**src/hdl/lda_gibbs_topic_sampler_unit_defines.svh**
```systemverilog
`ifndef LDA_GIBBS_TOPIC_SAMPLER_UNIT_DEFINES_SVH
`define LDA_GIBBS_TOPIC_SAMPLER_UNIT_DEFINES_SVH

// Same-cycle implication, sampled on clock, off during reset.
`define LGS_ASSERT_IMPL(name, pre, post) \
   name: assert property (@(posedge clock) disable iff (reset) (pre) |-> (post)) \
      else $error("implication check failed");

// Next-cycle implication.
`define LGS_ASSERT_NEXT(name, pre, post) \
   name: assert property (@(posedge clock) disable iff (reset) (pre) |=> (post)) \
      else $error("next-cycle check failed");

`endif

```
**src/hdl/lgs_pkg.sv**
```systemverilog
`timescale 1ns / 1ps

package lgs_pkg;

   localparam int MAX_TOPICS = 64;
   localparam int MAX_DOCS   = 1024;
   localparam int MAX_VOCAB  = 4096;

   localparam int TOPIC_W = $clog2(MAX_TOPICS);
   localparam int DOC_W   = $clog2(MAX_DOCS);
   localparam int WORD_W  = $clog2(MAX_VOCAB);

   localparam int DT_AW    = DOC_W + TOPIC_W;
   localparam int TW_AW    = TOPIC_W + WORD_W;
   localparam int DT_DEPTH = MAX_DOCS * MAX_TOPICS;
   localparam int TW_DEPTH = MAX_TOPICS * MAX_VOCAB;

   localparam int CNT16_W = 16;
   localparam int CNT24_W = 24;

   localparam int K_CFG_W    = 7;
   localparam int V_CFG_W    = 13;
   localparam int PRIOR_W    = 16;
   localparam int FRAC_W     = 32;
   localparam int CSR_IDX_W  = 2;
   localparam int CSR_DATA_W = 16;
   localparam int STATUS_W   = 2;

   localparam int A_W    = CNT16_W + 9;
   localparam int B_W    = CNT24_W + 9;
   localparam int D_W    = CNT24_W + 9;
   localparam int Q_W    = 32;
   localparam int REM_W  = D_W + 1;
   localparam int PROD_W = A_W + Q_W;
   localparam int ACC_W  = 64;
   localparam int VB_W   = V_CFG_W + PRIOR_W;

   localparam logic [CSR_IDX_W-1:0] REG_TOPICS = 2'd0;
   localparam logic [CSR_IDX_W-1:0] REG_VOCAB  = 2'd1;
   localparam logic [CSR_IDX_W-1:0] REG_ALPHA  = 2'd2;
   localparam logic [CSR_IDX_W-1:0] REG_BETA   = 2'd3;

   localparam logic [STATUS_W-1:0] STATUS_OK    = 2'd0;
   localparam logic [STATUS_W-1:0] STATUS_RANGE = 2'd1;
   localparam logic [STATUS_W-1:0] STATUS_UNDER = 2'd2;

   localparam logic [1:0] TSEL_OLD = 2'd0;
   localparam logic [1:0] TSEL_K   = 2'd1;
   localparam logic [1:0] TSEL_NT  = 2'd2;

   typedef struct packed {
      logic                clr_en;
      logic                load_in;
      logic [1:0]          tsel;
      logic                wr_dec;
      logic                wr_inc;
      logic                w_start;
      logic                w_load;
      logic                div_init;
      logic                div_step;
      logic                mul;
      logic                acc;
      logic                thr_hi;
      logic                thr_lo;
      logic                thr_sum;
      logic                p_init;
      logic                p_cmp;
      logic                nt_old;
      logic                st_set;
      logic [STATUS_W-1:0] st_code;
      logic                res_load;
   } cmd_type;

   typedef struct packed {
      logic clr_last;
      logic range_err;
      logic mode;
      logic any_zero;
      logic can_add;
      logic div_sat;
      logic div_last;
      logic k_last;
      logic over_thr;
      logic rsp_busy;
   } stat_type;

endpackage

```
**src/hdl/lgs_controller.sv**
```systemverilog
`timescale 1ns / 1ps
`include "lda_gibbs_topic_sampler_unit_defines.svh"

module lgs_controller import lgs_pkg::*; (
   input  logic     clock,
   input  logic     reset,
   input  logic     req_tvalid,
   output logic     req_tready,
   input  stat_type st,
   output cmd_type  cmd
);

   localparam logic [4:0] S_CLEAR  = 5'd0;
   localparam logic [4:0] S_IDLE   = 5'd1;
   localparam logic [4:0] S_CHECK  = 5'd2;
   localparam logic [4:0] S_DEC_RD = 5'd3;
   localparam logic [4:0] S_DEC_EV = 5'd4;
   localparam logic [4:0] S_W_RD   = 5'd5;
   localparam logic [4:0] S_W_LD   = 5'd6;
   localparam logic [4:0] S_W_PRE  = 5'd7;
   localparam logic [4:0] S_W_DIV  = 5'd8;
   localparam logic [4:0] S_W_MUL  = 5'd9;
   localparam logic [4:0] S_W_ACC  = 5'd10;
   localparam logic [4:0] S_T_HI   = 5'd11;
   localparam logic [4:0] S_T_LO   = 5'd12;
   localparam logic [4:0] S_T_SUM  = 5'd13;
   localparam logic [4:0] S_P_RD   = 5'd14;
   localparam logic [4:0] S_P_CMP  = 5'd15;
   localparam logic [4:0] S_A_RD   = 5'd16;
   localparam logic [4:0] S_A_EV   = 5'd17;
   localparam logic [4:0] S_RESULT = 5'd18;

   logic [4:0] state_ff, state_in;

   always_ff @(posedge clock) begin
      if (reset) begin
         state_ff <= S_CLEAR;
      end else begin
         state_ff <= state_in;
      end
   end

   always_comb begin
      cmd        = '0;
      cmd.tsel   = TSEL_OLD;
      state_in   = state_ff;
      req_tready = 1'b0;
      case (state_ff)
         S_CLEAR: begin
            cmd.clr_en = 1'b1;
            if (st.clr_last) state_in = S_IDLE;
         end
         S_IDLE: begin
            req_tready = 1'b1;
            if (req_tvalid) begin
               cmd.load_in = 1'b1;
               state_in    = S_CHECK;
            end
         end
         S_CHECK: begin
            cmd.nt_old = 1'b1;
            if (st.range_err) begin
               cmd.st_set  = 1'b1;
               cmd.st_code = STATUS_RANGE;
               state_in    = S_RESULT;
            end else if (!st.mode) begin
               state_in = S_A_RD;
            end else begin
               state_in = S_DEC_RD;
            end
         end
         S_DEC_RD: state_in = S_DEC_EV;
         S_DEC_EV: begin
            if (st.any_zero) begin
               cmd.st_set  = 1'b1;
               cmd.st_code = STATUS_UNDER;
               state_in    = S_RESULT;
            end else begin
               cmd.wr_dec  = 1'b1;
               cmd.w_start = 1'b1;
               state_in    = S_W_RD;
            end
         end
         S_W_RD: begin
            cmd.tsel = TSEL_K;
            state_in = S_W_LD;
         end
         S_W_LD: begin
            cmd.tsel   = TSEL_K;
            cmd.w_load = 1'b1;
            state_in   = S_W_PRE;
         end
         S_W_PRE: begin
            cmd.div_init = 1'b1;
            state_in     = st.div_sat ? S_W_MUL : S_W_DIV;
         end
         S_W_DIV: begin
            cmd.div_step = 1'b1;
            if (st.div_last) state_in = S_W_MUL;
         end
         S_W_MUL: begin
            cmd.mul  = 1'b1;
            state_in = S_W_ACC;
         end
         S_W_ACC: begin
            cmd.acc  = 1'b1;
            state_in = st.k_last ? S_T_HI : S_W_RD;
         end
         S_T_HI: begin
            cmd.thr_hi = 1'b1;
            state_in   = S_T_LO;
         end
         S_T_LO: begin
            cmd.thr_lo = 1'b1;
            state_in   = S_T_SUM;
         end
         S_T_SUM: begin
            cmd.thr_sum = 1'b1;
            cmd.p_init  = 1'b1;
            state_in    = S_P_RD;
         end
         S_P_RD: state_in = S_P_CMP;
         S_P_CMP: begin
            cmd.p_cmp = 1'b1;
            // no topic above threshold leaves the last active one picked
            state_in  = (st.over_thr || st.k_last) ? S_A_RD : S_P_RD;
         end
         S_A_RD: begin
            cmd.tsel = TSEL_NT;
            state_in = S_A_EV;
         end
         S_A_EV: begin
            cmd.tsel = TSEL_NT;
            if (st.can_add) begin
               cmd.wr_inc = 1'b1;
               state_in   = S_RESULT;
            end else if (!st.mode) begin
               cmd.st_set  = 1'b1;
               cmd.st_code = STATUS_UNDER;
               state_in    = S_RESULT;
            end else begin
               // picked topic full: fall back to the old one, which has room
               cmd.nt_old = 1'b1;
               state_in   = S_A_RD;
            end
         end
         S_RESULT: begin
            if (!st.rsp_busy) begin
               cmd.res_load = 1'b1;
               state_in     = S_IDLE;
            end
         end
         default: state_in = S_IDLE;
      endcase
   end

   `LGS_ASSERT_IMPL(a_dec_nonzero, cmd.wr_dec, !st.any_zero)
   `LGS_ASSERT_IMPL(a_inc_room, cmd.wr_inc, st.can_add)
   `LGS_ASSERT_NEXT(a_result_once, cmd.res_load, !cmd.res_load && req_tready)
   `LGS_ASSERT_IMPL(a_no_write_on_accept, cmd.load_in, !(cmd.wr_dec || cmd.wr_inc || cmd.clr_en))

endmodule

```
**config.mk**
```make
export PLATFORM = sky130hd
export DESIGN_NAME = lgs_controller
export DESIGN_NICKNAME = d
export VERILOG_FILES = /design/src/hdl/lgs_pkg.sv /design/src/hdl/lgs_controller.sv
export VERILOG_INCLUDE_DIRS = /design/src /design/src/hdl
export SDC_FILE = /design/constraint.sdc
export NUM_CORES = 1
export LEC_CHECK = 0
export BUFFER_PORTS_ARGS = -buffer_cell sky130_fd_sc_hd__buf_2
export CAP_MARGIN = 5
export CORE_MARGIN = 3
export CORE_UTILIZATION = 39
export CTS_CLUSTER_DIAMETER = 100
export DETAILED_ROUTE_END_ITERATION = 8
export GPL_TIMING_DRIVEN = 0
export MAX_ROUTING_LAYER = met4
export PLACE_DENSITY = 0.8
export RECOVER_POWER = 25
export SYNTH_ARGS = -nofsm -noshare
export SYNTH_HDL_FRONTEND = slang
export SYNTH_SLANG_ARGS = --single-unit
export TNS_END_PERCENT = 20
```
**constraint.sdc**
```tcl
create_clock -name clock -period 1.62 [get_ports clock]
set_input_delay 0.081 -clock clock [delete_from_list [all_inputs] [get_ports clock]]
set_output_delay 0.081 -clock clock [all_outputs]
set_load 0.01 [all_outputs]
```
==> results.md, run 1 <==
* Outcome: complete, but fails checks
* Failing checks: setup timing
* RSZ-0062 raised after global routing: true
* Final net count at 161
* Leak Pwr at around 0.5 nW
* Crit path capture type: primary output
* Hold Path Origin: reset
* Clock sinks at 5
* Synth area leader: dfxtp_1
* IO Pins at 36
* Reg2reg setup slack at 0.02 ns
* Post-synthesis cell area at 689 um^2
* Hold endpoint: state_ff[4]
* Headroom to the max-slew limit at 81.7%
* Register area share after synthesis at 14.5%
* Top layer in use: met3
* Fraction of layout cells with a size suffix above 1 at 46.3%
* Cell Pwr Density at 426 nW/um^2
* TNS Setup at -0.268 ns
* Max FO, Critical Path at 4
* Final worst slack at -0.107 ns
* First-pass GRT wire length at approximately 3400 um
* Worst EP required at 1.54 ns
* Iter 0 DRT Violations at 30
* Clock root cell: clkbuf_4
* Setup Viol. Count Final at 3
* Most used DFF post-synth: dfxtp_1
* DR WL met3 at 176 um
* Peak Freq at 0.579 GHz
* R2R Path Start: state_ff[3]
* Avg Synthesized Cell Area at 6.57 um^2
* GR Util All Layers at 21.1%
* Vias in the first global route at 799
* Die Ht at approximately 48 um
* Detailed-placement wirelength estimate at 1640 um
* Initial core utilization at 43.7%
* Top cells by area, synth: dfxtp_1, nor2_1, nand2_1
* Commonest cells in the netlist: nor2_1, nand2_1, dfxtp_1, inv_1
* Synth Instances at roughly 110
* Tmin final at 1.73 ns
* Register bit count reported by yosys at 5
* Clock Latency Late Sink at 0.25 ns
* Biggest regs: state_ff: 5 flops
* Syn nets at 118
* IO buf count at 35
* FFs w/ async S/R, synth at 0%
* Peak supply drop at between 400 and 500 uV
* Crit path launch type: register
* Via count at 932
* Worst r2r dst: state_ff[1]
* Synth cell types at 41
* Critical path arrival at 1.65 ns
* Fill cell count at approximately 150
* Worst Hold Class: input port to register
* Core area at roughly 1600 um^2
* Std-Cell Rows at 14
* Initial antenna violation count at 0
* Maxcap violations at 0
* DRC viols at 0
* Yosys warns at 0
* Avg Vias per Cell at approximately 5.7
* Maximum number of buffers from clock root to sink at 2
* Largest net degree at the start of global routing at 11
* Met1 WL at 926 um
* Grt ovf at 0
* Final hold vios at 0
* Clock slew at reported path FFs at 0.05 ns
* Max Slew Vio Count at 0
* Final Power at 425 uW
* Max reg flops at 5
* Drt wl/cell at ~14 um
* Ant diodes at 0
* Hold path cells at 2
* Routed Antenna Nets at 0
* CTS tree: yes
* Die area at 2310 um^2
* Post-synth EDFFs at 0
* WL met2 at around 1200 um
* DRT Pass-1 Iters at 4
* Period utilization at 107%
* CTS Buf Count at 3
* H-tree Lvls at 1
* Share of the synthesized area in the top cell type at 14.5%
* Most frequent cell after synthesis: nor2_1
* Skew final at 0.00989 ns
* Setup CP Type: register to primary output
* R2R depth at 5
* GP Congestion at between 0.9 and 1
* Final wirelength at 2350 um
* Slew @ Worst Pin at 0.275 ns
* Die W at a little under 50 um
* Synth-to-Final Area Change at 44.8%
* Hold buffer count at cts at 0
* Register with the most flip-flops: state_ff
## cell type report
cell class / instances / area, um^2 / area share [%]
Inverter: 5 / 18.8 / 1.88
Multi-Input combinational cell: 85 / 546 / 54.6
Clock buffer: 4 / 26.3 / 2.63
Timing Repair Buffer: 39 / 208 / 20.8
Tap cell: 16 / 20.0 / 2.01
Sequential cell: 5 / 106 / 10.7
Buffer: 9 / 73.8 / 7.39
## cell families (layout without fill, tap and decap cells)
kind of cell           count (synthesis)  in the layout  synth area share (%)
AND/OR/NAND/NOR                       59             59                  47.5
AO/OA/AOI/OAI                         24             24                  24.3
XOR/XNOR                               1              1                  1.27
buffers and inverters                 15             57                  10.7
multiplexers                           1              1                  1.63
flip-flops                             5              5                  14.5
## power by group
group / total [mW] / switching (mW) / leakage, nW / internal, mW
Sequential: 0.131 / 0.00468 / 0.0421 / 0.126
Combinational: 0.140 / 0.0732 / 0.451 / 0.0669
Clock: 0.154 / 0.0604 / 0.0150 / 0.0938
Total: 0.425 / 0.138 / 0.508 / 0.287
## layer usage
metal / track usage [%] / vias to the layer above
met4: 2.69 / 0
met5: - / -
met2: 38.8 / 46
met1: 22.1 / 429
met3: 7.14 / 0
li1: - / 457
## how the worst max path moves through the flow
| stage | startpoint | to | slack (ns) |
|---|---|---|---|
| floorplan | state_ff[2] | cmd[3] | 0.08 |
| global placement | state_ff[3] | cmd[17] | -0.08 |
| detailed placement | state_ff[3] | cmd[17] | -0.08 |
| CTS | state_ff[0] | cmd[17] | -0.09 |
| global route | state_ff[4] | cmd[3] | -0.18 |
| finish | state_ff[0] | cmd[17] | -0.11 |
## placed cells by master (no fill, tap or decap), types with 2 or more instances in the layout
cell type,Yosys,final
a21oi_1,4,4
or2_2,2,2
inv_1,5,3
clkbuf_4,0,3
o21ai_0,4,4
nor2b_1,3,3
nand2b_1,4,3
nand3b_1,3,3
inv_2,0,2
or3_4,0,2
a31oi_1,4,4
and3_1,2,2
buf_6,0,4
dfxtp_1,5,2
o22ai_1,2,2
nor3_1,3,2
or3_1,4,2
dfxtp_2,0,2
clkbuf_1,2,2
nor2_1,20,19
buf_2,4,35
nand2_1,8,8
buf_4,3,7
## metrics by stage
stage | area, um^2 | cells | utilization (%) | setup WS [ns] | hold slack (ns)
6_report | 998 | 163 | 63.3 | -0.107 | 0.0600
3_5_place_dp | 890 | 156 | 56.4 | -0.0812 | 0.309
3_3_place_gp | 890 | 156 | 56.4 | -0.0810 | 0.308
5_1_grt | 998 | 163 | 63.3 | -0.183 | 0.0495
4_1_cts | 985 | 163 | 62.5 | -0.0918 | 0.0486
2_1_floorplan | 694 | 105 | - | 0.0829 | 0.150
## repair_timing
| item | in CTS | in global routing |
|---|---|---|
| gates resized for setup | 16 | 6 |
| setup buffers | 4 | 0 |
| setup endpoints to repair | 9 | 7 |
| pin swaps | 3 | 0 |
## critical path: stages, from the launching register on
cell and delay (ns):
dfxtp_2 0.33, or3_4 0.39, or3_4 0.42, inv_2 0.07, buf_6 0.09, buf_6 0.09
(Power assumes the default switching activity.)
==> run 2, diff against run 1 <==
--- a/config.mk
+++ b/config.mk
@@ -14,7 +14,7 @@
 export DETAILED_ROUTE_END_ITERATION = 8
 export GPL_TIMING_DRIVEN = 0
 export MAX_ROUTING_LAYER = met4
-export PLACE_DENSITY = 0.8
+export PLACE_DENSITY = 0.71
 export RECOVER_POWER = 25
 export SYNTH_ARGS = -nofsm -noshare
 export SYNTH_HDL_FRONTEND = slang
==> constraint.sdc (replaced) <==
create_clock -name clock -period 2.1 [get_ports clock]
set_input_delay 0.105 -clock clock [delete_from_list [all_inputs] [get_ports clock]]
set_output_delay 0.105 -clock clock [all_outputs]
set_load 0.01 [all_outputs]
==> run 2 against run 1 <==
  * The run now ends clean
  * Routed wire length is 10% lower
  * Sequential share of layout area increased by 0.37 points
  * Non-clock buffer count is 3 lower
  * Via count is 2.8% lower
  * First-iteration DRC count decreased by 6.7%
  * Cell area is 9.0% lower
  * Total power down 28%
  * Global-route usage down 1.1 points
  * Final cell count decreased by 1.8%
  * Combinational power shrank 31%
  * Clock skew down 0.0034 ns
  * Worst setup slack better by 0.25 ns
  * Critical path type unchanged
==> results.md, run 2 (synthesis results as in run 1) <==
* Detailed-placement wirelength estimate at 1670 um
* TNS Setup at 0 ns
* DRC viols at 0
* RSZ-0062 raised after global routing: false
* DRT Pass-1 Iters at 4
* Final Power at slightly above 300 uW
* Cell Chain, Critical Path: or3_1 > clkbuf_1 > or3_4 > inv_1 > buf_4 > buf_2
* Synth-to-Final Area Change at 31.8%
* Critical path arrival at 1.85 ns
* Biggest regs: state_ff: 5 flops
* Avg Vias per Cell at 5.66
* Max reg flops at 5
* Clock sinks at 5
* Tmin final at 1.96 ns
* Fraction of layout cells with a size suffix above 1 at 33.3%
* Slew @ Worst Pin at 0.399 ns
* Die Ht at 48.0 um
* Crit path launch type: register
* Maxcap violations at 0
* Most frequent cells in the layout: buf_2, nor2_1, clkbuf_1
* Std-Cell Rows at 14
* Fill cell count at ~160
* Dpl cell area at 885 um^2
* Initial antenna violation count at 0
* CTS tree: yes
* Placed Cells at 156
* Drt wl/cell at 13.2 um
* Cell Pwr Density at between 300 and 400 nW/um^2
* Final net count at 158
* Largest net degree at the start of global routing at 11
* GR Util All Layers at 20.0%
* Hold buffer count at cts at 0
* Setup CP Type: register to primary output
* Via count at 906
* Die W at 48.0 um
* Max Slew Vio Count at 0
* Initial core utilization at a little over two fifths
* Design area at 908 um^2
* Clock Latency Late Sink at between 0.2 and 0.25 ns
* Fin cells at 160
* H-tree Lvls at 1
* Crit path capture type: primary output
* Setup Viol. Count Final at 0
* WP buf/inv at 4
* Max FO, Critical Path at 7
* CP max stage cell: or3_4
* First-pass GRT wire length at between 3000 and 4000 um
* Worst EP required at approximately 2 ns
* Grt ovf at 0
* GP Congestion at 0.856
* Final hold vios at 0
* Clock slew at reported path FFs at approximately 0.05 ns
* Final wirelength at around 2100 um
* Die area at 2310 um^2
* Most common cell after layout, fill and taps aside: buf_2
* Final worst slack at between 0.1 and 0.15 ns
* Maximum number of buffers from clock root to sink at 2
* Register with the most flip-flops: state_ff
* Seq. cell area at 100 um^2
* Slowest stage delay, CP at just over 0.4 ns
* Outcome: complete, no violations
* IO buf count at 35
* Clock root cell: clkbuf_4
* Core area at 1580 um^2
* Worst Hold Class: input port to register
* IO Pins at 36
* Peak Freq at 0.510 GHz
* Crit path max-delay family: simple AND/OR/NAND/NOR gates
* Area occupied by multi-input gates at around 520 um^2
* Place WS at roughly 0.38 ns
* Leak Pwr at 0.454 nW
* Ant diodes at 0
* Routed Antenna Nets at 0
* Final core utilization at between 50 and 60%
* Vias in the first global route at 794
* Skew final at ~0.0065 ns
* Headroom to the max-slew limit at around 73%
* Hold_ws at 0.113 ns
* Peak supply drop at between 300 and 400 uV
* Iter 0 DRT Violations at 28
* Period utilization at 93.3%
* CTS Buf Count at 3
## run 2: routing by layer
layer	track usage, %	vias up	part of all wire [%]
met5	-	-	0
met3	2.63	2	8.0
met4	6.99	0	0.66
li1	-	450	-
met1	23.1	412	42
met2	34.8	42	49
## run 2: timing repair
| item | 4_1_cts | 5_1_grt |
|---|---|---|
| setup endpoints to repair | 0 | 1 |
| setup buffers | 0 | 0 |
| hold endpoints to repair | 0 | 0 |
| resized for setup | 0 | 1 |
## run 2: power breakdown
group / leakage [nW] / internal [mW] / switching [mW] / total (mW)
Sequential: 0.0406 / 0.0983 / 0.00299 / 0.101
Combinational: 0.398 / 0.0429 / 0.0543 / 0.0972
Clock: 0.0150 / 0.0717 / 0.0373 / 0.109
Total: 0.454 / 0.213 / 0.0946 / 0.308
## run 2: area by class of cell
class | instances | share of cell area (%)
timing repair buffer | 35 | 18.6
multi-input combinational | 85 | 57.3
tap | 16 | 2.20
inverter | 5 | 2.07
clock buffer | 4 | 2.89
buffer | 10 | 5.92
sequential | 5 | 11.0
## run 2: worst paths after layout
path | startpoint | end | slack (ns) | depth (start not counted)
worst max-delay path | state_ff[3] | cmd[17] | 0.14 | 6
worst max register to register | state_ff[2] | state_ff[1] | 0.40 | 5
worst min-delay path | reset | state_ff[4] | 0.11 | 2
worst min register to register | state_ff[0] | state_ff[4] | 0.65 | 2
